--- src/hdl/stp_pkg.sv ---
// Shared types, widths and codes for the stepper trapezoid planner.
`default_nettype none
package stp_pkg;

	localparam int POSITION_BITS = 24;
	localparam int STEP_BITS     = 16;

	localparam int TARGET_W = 24;
	localparam int RATE_W   = 16;
	localparam int CFG_W    = 16;
	localparam int CFG_IDX_W = 2;

	// width for position compare and distance
	localparam int CMP_W = ((POSITION_BITS > TARGET_W) ? POSITION_BITS : TARGET_W) + 1;

	// largest step count a move can report
	localparam logic [RATE_W-1:0] STEP_SAT = (STEP_BITS >= RATE_W) ?
		{RATE_W{1'b1}} : RATE_W'((1 << STEP_BITS) - 1);

	localparam int DVD_W = 2 * RATE_W;
	localparam int DVS_W = RATE_W + 1;
	localparam int DCNT_W = $clog2(DVD_W);

	typedef enum logic [CFG_IDX_W-1:0] {
		REG_JERK  = 2'd0,
		REG_ACCEL = 2'd1,
		REG_MIN   = 2'd2,
		REG_DROP  = 2'd3
	} cfg_reg_t;

	typedef struct packed {
		logic [RATE_W-1:0] jerk_rate;
		logic [RATE_W-1:0] accel;
		logic [RATE_W-1:0] min_rate;
		logic [RATE_W-1:0] drop_length;
	} cfg_t;

	typedef struct packed {
		logic             busy;
		logic [DVD_W-1:0] quot;
		logic             rem_nz;
	} div_stat_t;

	typedef enum logic [2:0] {
		ST_IDLE,
		ST_DIST,
		ST_PREP,
		ST_SQN,
		ST_SQI,
		ST_DIVS,
		ST_DIVW,
		ST_FIN
	} state_t;

endpackage
`default_nettype wire

--- src/hdl/stp_cfg.sv ---
// Configuration register file of the stepper trapezoid planner.
`default_nettype none
module stp_cfg (
	input  wire logic                          clk,
	input  wire logic                          arst_n,
	input  wire logic                          cfg_we,
	input  wire logic [stp_pkg::CFG_IDX_W-1:0] cfg_idx,
	input  wire logic [stp_pkg::CFG_W-1:0]     cfg_wdata,
	output stp_pkg::cfg_t                      cfg
);
	import stp_pkg::*;

	cfg_t cfg_q;

	always_ff @(posedge clk or negedge arst_n) begin
		if (!arst_n) begin
			cfg_q.jerk_rate   <= '0;
			cfg_q.accel       <= RATE_W'(1);
			cfg_q.min_rate    <= RATE_W'(120);
			cfg_q.drop_length <= '0;
		end else if (cfg_we) begin
			case (cfg_reg_t'(cfg_idx))
				REG_JERK:  cfg_q.jerk_rate   <= cfg_wdata;
				REG_ACCEL: cfg_q.accel       <= cfg_wdata;
				REG_MIN:   cfg_q.min_rate    <= cfg_wdata;
				REG_DROP:  cfg_q.drop_length <= cfg_wdata;
				default: ;
			endcase
		end
	end

	assign cfg = cfg_q;

endmodule
`default_nettype wire

--- src/hdl/stp_div.sv ---
// Restoring divider, one quotient bit per cycle.
`default_nettype none
module stp_div (
	input  wire logic                      clk,
	input  wire logic                      arst_n,
	input  wire logic                      start,
	input  wire logic [stp_pkg::DVD_W-1:0] dividend,
	input  wire logic [stp_pkg::DVS_W-1:0] divisor,
	output stp_pkg::div_stat_t             stat
);
	import stp_pkg::*;

	logic              busy_q;
	logic [DCNT_W-1:0] cnt_q;
	logic [DVS_W:0]    rem_q;
	logic [DVS_W-1:0]  dvs_q;
	logic [DVD_W-1:0]  quo_q;
	logic [DVS_W:0]    trial;
	logic              fits;

	assign trial = {rem_q[DVS_W-1:0], quo_q[DVD_W-1]};
	assign fits  = trial >= {1'b0, dvs_q};

	always_ff @(posedge clk or negedge arst_n) begin
		if (!arst_n) begin
			busy_q <= 1'b0;
			cnt_q  <= '0;
		end else if (start) begin
			busy_q <= 1'b1;
			cnt_q  <= DCNT_W'(DVD_W - 1);
		end else if (busy_q) begin
			cnt_q <= cnt_q - 1'b1;
			if (cnt_q == '0)
				busy_q <= 1'b0;
		end
	end

	always_ff @(posedge clk) begin
		if (start) begin
			rem_q <= '0;
			dvs_q <= divisor;
			quo_q <= dividend;
		end else if (busy_q) begin
			rem_q <= fits ? (trial - {1'b0, dvs_q}) : trial;
			quo_q <= {quo_q[DVD_W-2:0], fits};
		end
	end

	assign stat.busy   = busy_q;
	assign stat.quot   = quo_q;
	assign stat.rem_nz = |rem_q;

endmodule
`default_nettype wire

--- src/hdl/stepper_trapezoid_planner.sv ---
// Top level of the stepper trapezoid planner: sequencer, squarer and result register.
// A move request runs through distance, rate clamping, two squarings on one 16x16
// multiplier and the divider start. Then the bit-serial divider produces the
// quotient bits one by one and is seen to finish. It divides the difference of the
// squared cruise and start rates by twice the acceleration, giving the ramp length.
// A last step loads the result. in_stall stays high while a move is being planned.
// Moves of drop_length steps or fewer go back to idle with no result. The result
// sits in an output register, so a new move is accepted while it waits; a move
// can only finish once that register is free.
`default_nettype none
module stepper_trapezoid_planner (
	input  wire logic                                clk,
	input  wire logic                                arst_n,
	input  wire logic                                cfg_we,
	input  wire logic [stp_pkg::CFG_IDX_W-1:0]       cfg_idx,
	input  wire logic [stp_pkg::CFG_W-1:0]           cfg_wdata,
	input  wire logic                                in_valid,
	output logic                                     in_stall,
	input  wire logic signed [stp_pkg::TARGET_W-1:0] target_pos,
	input  wire logic [stp_pkg::RATE_W-1:0]          feed,
	output logic                                     out_valid,
	input  wire logic                                out_stall,
	output logic [stp_pkg::RATE_W-1:0]               move_steps,
	output logic                                     dir_up,
	output logic [stp_pkg::RATE_W-1:0]               cruise_rate,
	output logic [stp_pkg::RATE_W-1:0]               start_rate,
	output logic [stp_pkg::RATE_W-1:0]               end_rate,
	output logic [stp_pkg::RATE_W-1:0]               accel_until,
	output logic [stp_pkg::RATE_W-1:0]               decel_after
);
	import stp_pkg::*;

	cfg_t      cfg;
	div_stat_t dstat;

	state_t state_q, state_d;
	logic   in_fire, div_start, fin_fire;

	logic signed [TARGET_W-1:0]      target_q;
	logic [RATE_W-1:0]               feed_q;
	logic signed [POSITION_BITS-1:0] pos_q;
	logic [CMP_W-1:0]                dist_q;
	logic                            dir_q;
	logic [RATE_W-1:0]               steps_q;
	logic [RATE_W-1:0]               start_q;
	logic [DVD_W-1:0]                n2_q, i2_q;

	logic signed [CMP_W-1:0] tgt_ext, pos_ext, diff;
	logic [RATE_W-1:0]       rate_lo, rate_cl, mul_op;
	logic [DVD_W-1:0]        prod;
	logic [RATE_W-1:0]       accel_nz;
	logic [DVS_W-1:0]        accel2;
	logic [DVD_W:0]          ramp_sum;
	logic                    plateau;
	logic [RATE_W-1:0]       half_up;

	stp_cfg u_cfg (
		.clk       (clk),
		.arst_n    (arst_n),
		.cfg_we    (cfg_we),
		.cfg_idx   (cfg_idx),
		.cfg_wdata (cfg_wdata),
		.cfg       (cfg)
	);

	assign accel_nz = (cfg.accel == '0) ? RATE_W'(1) : cfg.accel;
	assign accel2   = {accel_nz, 1'b0};

	stp_div u_div (
		.clk      (clk),
		.arst_n   (arst_n),
		.start    (div_start),
		.dividend (n2_q - i2_q),
		.divisor  (accel2),
		.stat     (dstat)
	);

	assign in_fire  = in_valid && !in_stall;
	assign tgt_ext  = CMP_W'(target_q);
	assign pos_ext  = CMP_W'(pos_q);
	assign diff     = tgt_ext - pos_ext;
	assign rate_lo  = (cfg.jerk_rate < cfg.min_rate) ? cfg.min_rate : cfg.jerk_rate;
	assign rate_cl  = (rate_lo > feed_q) ? feed_q : rate_lo;
	assign mul_op   = (state_q == ST_SQN) ? feed_q : start_q;
	assign prod     = mul_op * mul_op;
	assign ramp_sum = {dstat.quot, 1'b0} + (DVD_W + 1)'(dstat.rem_nz);
	assign plateau  = ramp_sum < (DVD_W + 1)'(steps_q);
	assign half_up  = (steps_q >> 1) + RATE_W'(steps_q[0]);

	always_comb begin
		state_d   = state_q;
		in_stall  = 1'b1;
		div_start = 1'b0;
		fin_fire  = 1'b0;
		case (state_q)
			ST_IDLE: begin
				in_stall = 1'b0;
				if (in_valid)
					state_d = ST_DIST;
			end
			ST_DIST: state_d = ST_PREP;
			ST_PREP: state_d = (dist_q > CMP_W'(cfg.drop_length)) ? ST_SQN : ST_IDLE;
			ST_SQN:  state_d = ST_SQI;
			ST_SQI:  state_d = ST_DIVS;
			ST_DIVS: begin
				div_start = 1'b1;
				state_d   = ST_DIVW;
			end
			ST_DIVW: begin
				if (!dstat.busy)
					state_d = ST_FIN;
			end
			ST_FIN: begin
				if (!out_valid || !out_stall) begin
					fin_fire = 1'b1;
					state_d  = ST_IDLE;
				end
			end
			default: state_d = ST_IDLE;
		endcase
	end

	always_ff @(posedge clk or negedge arst_n) begin
		if (!arst_n)
			state_q <= ST_IDLE;
		else
			state_q <= state_d;
	end

	always_ff @(posedge clk or negedge arst_n) begin
		if (!arst_n) begin
			pos_q     <= '0;
			out_valid <= 1'b0;
		end else begin
			if (fin_fire) begin
				pos_q     <= POSITION_BITS'(tgt_ext);
				out_valid <= 1'b1;
			end else if (!out_stall) begin
				out_valid <= 1'b0;
			end
		end
	end

	always_ff @(posedge clk) begin
		if (in_fire) begin
			target_q <= target_pos;
			feed_q   <= feed;
		end
		if (state_q == ST_DIST) begin
			dir_q  <= !diff[CMP_W-1];
			dist_q <= diff[CMP_W-1] ? CMP_W'(-diff) : CMP_W'(diff);
		end
		if (state_q == ST_PREP) begin
			steps_q <= (dist_q > CMP_W'(STEP_SAT)) ? STEP_SAT : dist_q[RATE_W-1:0];
			start_q <= rate_cl;
		end
		if (state_q == ST_SQN)
			n2_q <= prod;
		if (state_q == ST_SQI)
			i2_q <= prod;
		if (fin_fire) begin
			move_steps  <= steps_q;
			dir_up      <= dir_q;
			cruise_rate <= feed_q;
			start_rate  <= start_q;
			end_rate    <= start_q;
			if (plateau) begin
				accel_until <= dstat.quot[RATE_W-1:0] + RATE_W'(dstat.rem_nz);
				decel_after <= steps_q - dstat.quot[RATE_W-1:0];
			end else begin
				accel_until <= half_up;
				decel_after <= half_up;
			end
		end
	end

endmodule
`default_nettype wire
--- config.mk ---
export PLATFORM = sky130hd
export DESIGN_NAME = stepper_trapezoid_planner
export DESIGN_NICKNAME = d
export VERILOG_FILES = /design/src/hdl/stp_pkg.sv /design/src/hdl/stp_cfg.sv /design/src/hdl/stp_div.sv /design/src/hdl/stepper_trapezoid_planner.sv
export SDC_FILE = /design/constraint.sdc
export NUM_CORES = 1
export LEC_CHECK = 0
export ABC_AREA = 0
export ABC_CLOCK_PERIOD_IN_PS = 10000
export BUFFER_PORTS_ARGS = -buffer_cell sky130_fd_sc_hd__buf_2
export CORE_ASPECT_RATIO = 0.75
export CORE_MARGIN = 2
export CORE_UTILIZATION = 45
export DETAILED_ROUTE_END_ITERATION = 6
export PLACE_DENSITY_LB_ADDON = 0.15
export SYNTH_ARGS = -nofsm -noshare
export SYNTH_HDL_FRONTEND = slang
export SYNTH_SLANG_ARGS = --single-unit
--- constraint.sdc ---
create_clock -name clk -period 10 [get_ports clk]
set_input_delay 2 -clock clk [delete_from_list [all_inputs] [get_ports clk]]
set_output_delay 2 -clock clk [all_outputs]
set_load 0.02 [all_outputs]
==> run metrics, run 1 <==
highest net fanout along the worst path=37; Worst slew margin=13.4%; Remaining DRCs=0; hold_buf cts=0; WS Path Type=reg2reg; RSZ-0062 raised after global routing=no; post-layout utilization of the core=50.3%; dominant synthesized flop cell=edfxtp_1; violation count after the first detailed-route iteration=1335; top cell type by total area after synthesis=edfxtp_1; starting density of the core=45.3%; Final Max Tran Viols=0; number of antenna violations at the first check in global routing=3; critical path capture point=i2_q[29]; FMAX=114 MHz; number of nets with antenna violations after routing=0; Reg2Reg Setup Slack=1.23 ns; drt first pass iters=5; maximum number of pins on one net before global-route repair=85; leading cell type in the layout, fill and taps excluded=inv_1; Filler Cell Count=5825; r2r endpoint=i2_q[29]; DP Wirelength=54700 µm; clock skew after layout=0.0318 ns; crit path capture type=flop; number of global-route vias before repair=19800; die area=65700 µm²; commonest cells after routing, fill and taps aside=inv_1, edfxtp_1, ha_1; top-level I/O count=162; total number of vias=20000; total routing resource utilization after global routing=21.3%; slew at the pin with the worst max-slew slack=1.30 ns; H-tree depth reported by CTS=2; outcome=completed; hold violation count in the final report=0; sum of negative setup slack=0 ns; arrival time at the worst endpoint=9.09 ns; vertical die dimension=222 µm; number of max-cap violations=0; number of setup violations in the final report=0; gp weighted congestion=0.935; element type at the critical path start=flop; Placed Instances=3703; synthesis warning total=0; average wire per standard cell=18.3 µm; hold crit path type=reg2reg; global-route wire length before repair=110000 µm; final routed wirelength across all metal layers=69300 µm; layout overhead on the synthesized area=11.1%; top cells by area, synth=edfxtp_1, fa_1, ha_1; worst reg2reg path startpoint=state_q[1]; worst r2r path cells=26; quantity of gates resized following cts=0; average via count per standard cell=5.28; TritonCTS clock tree=done; required time at the endpoint of the critical path=10.32 ns; number of flip-flops and latches in the synthesized netlist=405; # rows=80; global route overflow=0; post-synthesis sequential area ratio=40.2%; worst hold slack=0.421 ns; Syn Nets=3225; EDFF count, synth=289; mapped cell area=28600 µm²; latest clock arrival within the worst-skew pair=0.58 ns; hold path start=dir_q; final cycle utilization of the critical path=87.7%; Post-Syn Area per Cell=10.4 µm²; number of setup buffers added after CTS=0; fraction of final layout cells sized beyond drive strength 1=13.6%; FFs w/ async S/R, synth=24.2%; non-filler cells in the finished layout=3787; Num CTS Buffers=44; clock-pin slew reported for the worst setup and hold paths after clock tree synthesis=0.06 ns; sink count of the clock tree=405; core outline area=63300 µm²; buffer type at the clock tree root=clkbuf_16; clock tree buffer depth=3; number of nets in the final layout=3371; final critical-path required period=8.77 ns; startpoint of the worst setup timing path=state_q[1]; number of cells produced by synthesis=2742; post-synthesis cell type count=75; total of buffers placed on input and output ports=161; area share of the largest cell type after synthesis=30.3%; die width=295 µm
## per-layer routing
layer  GRT usage (%)  part of all wire, %
met1            32.4                   49
met3            5.17                  7.5
met2            31.0                   42
met5               0                0.019
met4            3.60                  1.3
## registers in the layout, indices dropped and copies added (netlist names), 3 cells and up
signal and flops:
accel_until 16, state_q 3, pos_q 24, u_div.dvs_q 16, n2_q 31, end_rate 16, u_div.cnt_q 5, cruise_rate 16
start_q 16, u_div.quo_q 32, target_q 24, feed_q 16, u_div.rem_q 18, dist_q 25, move_steps 16, u_cfg.cfg 64
i2_q 31, decel_after 16, steps_q 16
## metrics by stage
stage | area, µm² | worst slack [ns]
3_5_place_dp | 30400 | 1.23
4_1_cts | 31800 | 1.16
5_1_grt | 31800 | 0.602
6_report | 31800 | 1.23
2_1_floorplan | 28600 | 2.66
3_3_place_gp | 30400 | 1.40
## logic make-up (layout without fill, tap and decap cells)
family                     after synthesis  in the layout  synth area share (%)
buffers and inverters                  513            695                  6.94
muxes                                  113            113                  4.41
DFF                                    405            405                  40.2
xor gates and xnor gates               158            158                  4.83
and+or+nand+nor                        638            638                  10.2
other                                    0              2                     0
AOI/OAI and AO/OA                      495            495                  10.7
adders and majority gates              420            420                  22.8
## cells in the mapped netlist (16+ instances only)
cell and n:
a21o_1 60, nor4_1 18, buf_4 16, a21oi_1 151, mux2_2 96, xor2_1 42, xnor2_1 116, dfrtp_1 93
nor2b_1 30, nand4_1 28, o21ai_0 140, inv_1 421, nand3_1 32, fa_1 168, clkbuf_1 70, nand2_1 221
mux2i_1 16, a211oi_1 19, edfxtp_1 289, nand2b_1 16, dfxtp_1 18, ha_1 252, nor2_1 191, or2_2 22
nor3_1 32, o21a_1 26
## layout make-up
cell class	count	area [µm²]	share of cell area, %
timing repair buffer	187	1000	3.15
inverter	426	1600	5.03
antenna	2	5.00	0.0157
tap	861	1080	3.39
clock buffer	54	1200	3.77
sequential	405	11500	36.1
clock inverter	28	243	0.763
multi-input combinational	1824	15200	47.8
## how the worst min path moves through the flow
stage               depth (start not counted)     end  slack, ns
floorplan                                   0  dir_up       0.40
global placement                            0  dir_up       0.45
detailed placement                          0  dir_up       0.41
CTS                                         0  dir_up       0.42
global route                                0  dir_up       0.43
finish                                      0  dir_up       0.42
## worst max-delay path, stage by stage (launching register included)
cell and delay, ns:
dfrtp_1 0.53, nor2b_1 0.26, nand2_1 0.72, a21oi_1 1.24, nor2_1 0.23, xor2_1 0.24, ha_1 0.30, inv_1 0.06
fa_1 0.53, inv_1 0.06, fa_1 0.50, fa_1 0.52, fa_1 0.54, inv_1 0.05, fa_1 0.53, inv_1 0.04
ha_1 0.36, o21a_1 0.18, o21a_1 0.14, nand3_1 0.07, o21ai_0 0.29, a21oi_1 0.18, o31ai_1 0.40, nor3_1 0.11
o21ai_0 0.18, a21oi_1 0.10, xnor2_1 0.14
Power of run 1 is not shown: default switching activity piles up to over one toggle a cycle in this logic, so the estimate is an artifact.
==> run 2: changes to the inputs <==
--- a/config.mk
+++ b/config.mk
@@ -13,6 +13,7 @@
 export CORE_UTILIZATION = 45
 export DETAILED_ROUTE_END_ITERATION = 6
 export PLACE_DENSITY_LB_ADDON = 0.15
+export RECOVER_POWER = 50
 export SYNTH_ARGS = -nofsm -noshare
 export SYNTH_HDL_FRONTEND = slang
 export SYNTH_SLANG_ARGS = --single-unit
==> run metrics, run 2 (synthesis results as in run 1) <==
starting density of the core=45.3%; violations in the final reports=max-capacitance violations, max-slew violations; gp weighted congestion=0.935; number of global-route vias before repair=19800; maximum number of pins on one net before global-route repair=85; number of nets in the final layout=3371; number of setup violations in the final report=0; clock skew after layout=0.0340 ns; # rows=80; hold_buf cts=0; final routed wirelength across all metal layers=69400 µm; top-level I/O count=162; arrival time at the worst endpoint=9.04 ns; core outline area=63300 µm²; violation count after the first detailed-route iteration=1286; FMAX=115 MHz; average wire per standard cell=18.3 µm; Final Max Tran Viols=368; Remaining DRCs=0; H-tree depth reported by CTS=2; vertical die dimension=222 µm; number of max-cap violations=9; fraction of final layout cells sized beyond drive strength 1=13.1%; number of nets with antenna violations after routing=0; die area=65700 µm²; die width=295 µm; highest net fanout along the worst path=37; Filler Cell Count=5842; WS Path Type=reg2reg; quantity of gates resized following cts=0; required time at the endpoint of the critical path=10.32 ns; RSZ-0062 raised after global routing=no; global-route wire length before repair=110000 µm; hold violation count in the final report=0; crit path capture type=flop; layout overhead on the synthesized area=10.9%; DP Wirelength=54700 µm; commonest cells after routing, fill and taps aside=inv_1, edfxtp_1, ha_1; drt first pass iters=5; final critical-path required period=8.72 ns; final cycle utilization of the critical path=87.2%; max reg flops=64; clock tree buffer depth=3; sum of negative setup slack=0 ns; latest clock arrival within the worst-skew pair=0.58 ns; total routing resource utilization after global routing=21.3%; TritonCTS clock tree=done; clock-pin slew reported for the worst setup and hold paths after clock tree synthesis=0.06 ns; element type at the critical path start=flop; number of setup buffers added after CTS=0; outcome=finished with violations; Num CTS Buffers=44; Placed Instances=3703; total number of vias=20000; number of antenna violations at the first check in global routing=3; worst hold slack=0.421 ns; Worst slew margin=-124%; average via count per standard cell=5.27; non-filler cells in the finished layout=3787; hold crit path type=reg2reg; buffer type at the clock tree root=clkbuf_16; sink count of the clock tree=405; leading cell type in the layout, fill and taps excluded=inv_1; total of buffers placed on input and output ports=161; global route overflow=0; post-layout utilization of the core=50.2%; slew at the pin with the worst max-slew slack=3.37 ns
==> run 2: changes by cell type in the layout (fill, tap and decap cells not counted), sizes merged <==
cell	previous run	this run
buf	187	174
clkbuf	54	67
==> run 2: worst paths after layout <==
kind	cells after the start	to	from	slack [ns]
worst max-delay path	26	n2_q[30]	state_q[1]	1.28
worst min register to register	0	dir_up	dir_q	0.42
max in group asynchronous	2	u_div.cnt_q[3]	arst_n	3.78
min in group asynchronous	1	pos_q[15]	arst_n	2.10
worst min-delay path	0	dir_up	dir_q	0.42
worst max register to register	26	n2_q[30]	state_q[1]	1.28
==> run 2: cell type report <==
class	count	area (µm²)	share of cell area (%)
diodes	2	5.00	0.0158
clock buffers	54	1200	3.78
clock inverters	28	243	0.764
inverters	426	1600	5.03
multi-input cells	1824	15200	47.8
flip-flops and latches	405	11500	36.2
well taps	861	1080	3.39
repair buffers	187	960	3.02
==> run 2: critical path, stage by stage, from the launching register on <==
cell and delay, ns:
dfrtp_1 0.51, nor2b_1 0.25, nand2_1 0.71, a21oi_1 1.23, nor2_1 0.22, xor2_1 0.24
ha_1 0.30, inv_1 0.06, fa_1 0.53, inv_1 0.06, fa_1 0.50, fa_1 0.52
fa_1 0.54, inv_1 0.05, fa_1 0.53, inv_1 0.04, ha_1 0.36, a21o_1 0.20
a21o_1 0.17, a21oi_1 0.13, o31ai_1 0.14, o2111ai_1 0.28, nand4_1 0.17, a31oi_1 0.25
o21ai_0 0.15, a21oi_1 0.19, xnor2_1 0.10
==> run 2: through the flow <==
stage / setup slack [ns] / cell area [µm²]
finish: 1.28 / 31800
detailed placement: 1.23 / 30400
global placement: 1.40 / 30400
floorplan: 2.66 / 28600
global route: 0.632 / 31800
CTS: 1.16 / 31800
==> run 2: metal layers <==
| layer | global-route usage [%] | vias to the layer above | part of all wire (%) |
|---|---|---|---|
| met1 | 32.4 | 9676 | 50 |
| met2 | 31.0 | 576 | 42 |
| met3 | 5.17 | 70 | 7.5 |
| met4 | 3.60 | 2 | 1.3 |
| li1 | - | 9627 | - |
| met5 | 0 | - | 0.019 |
Power of run 2 is left out for the same reason.
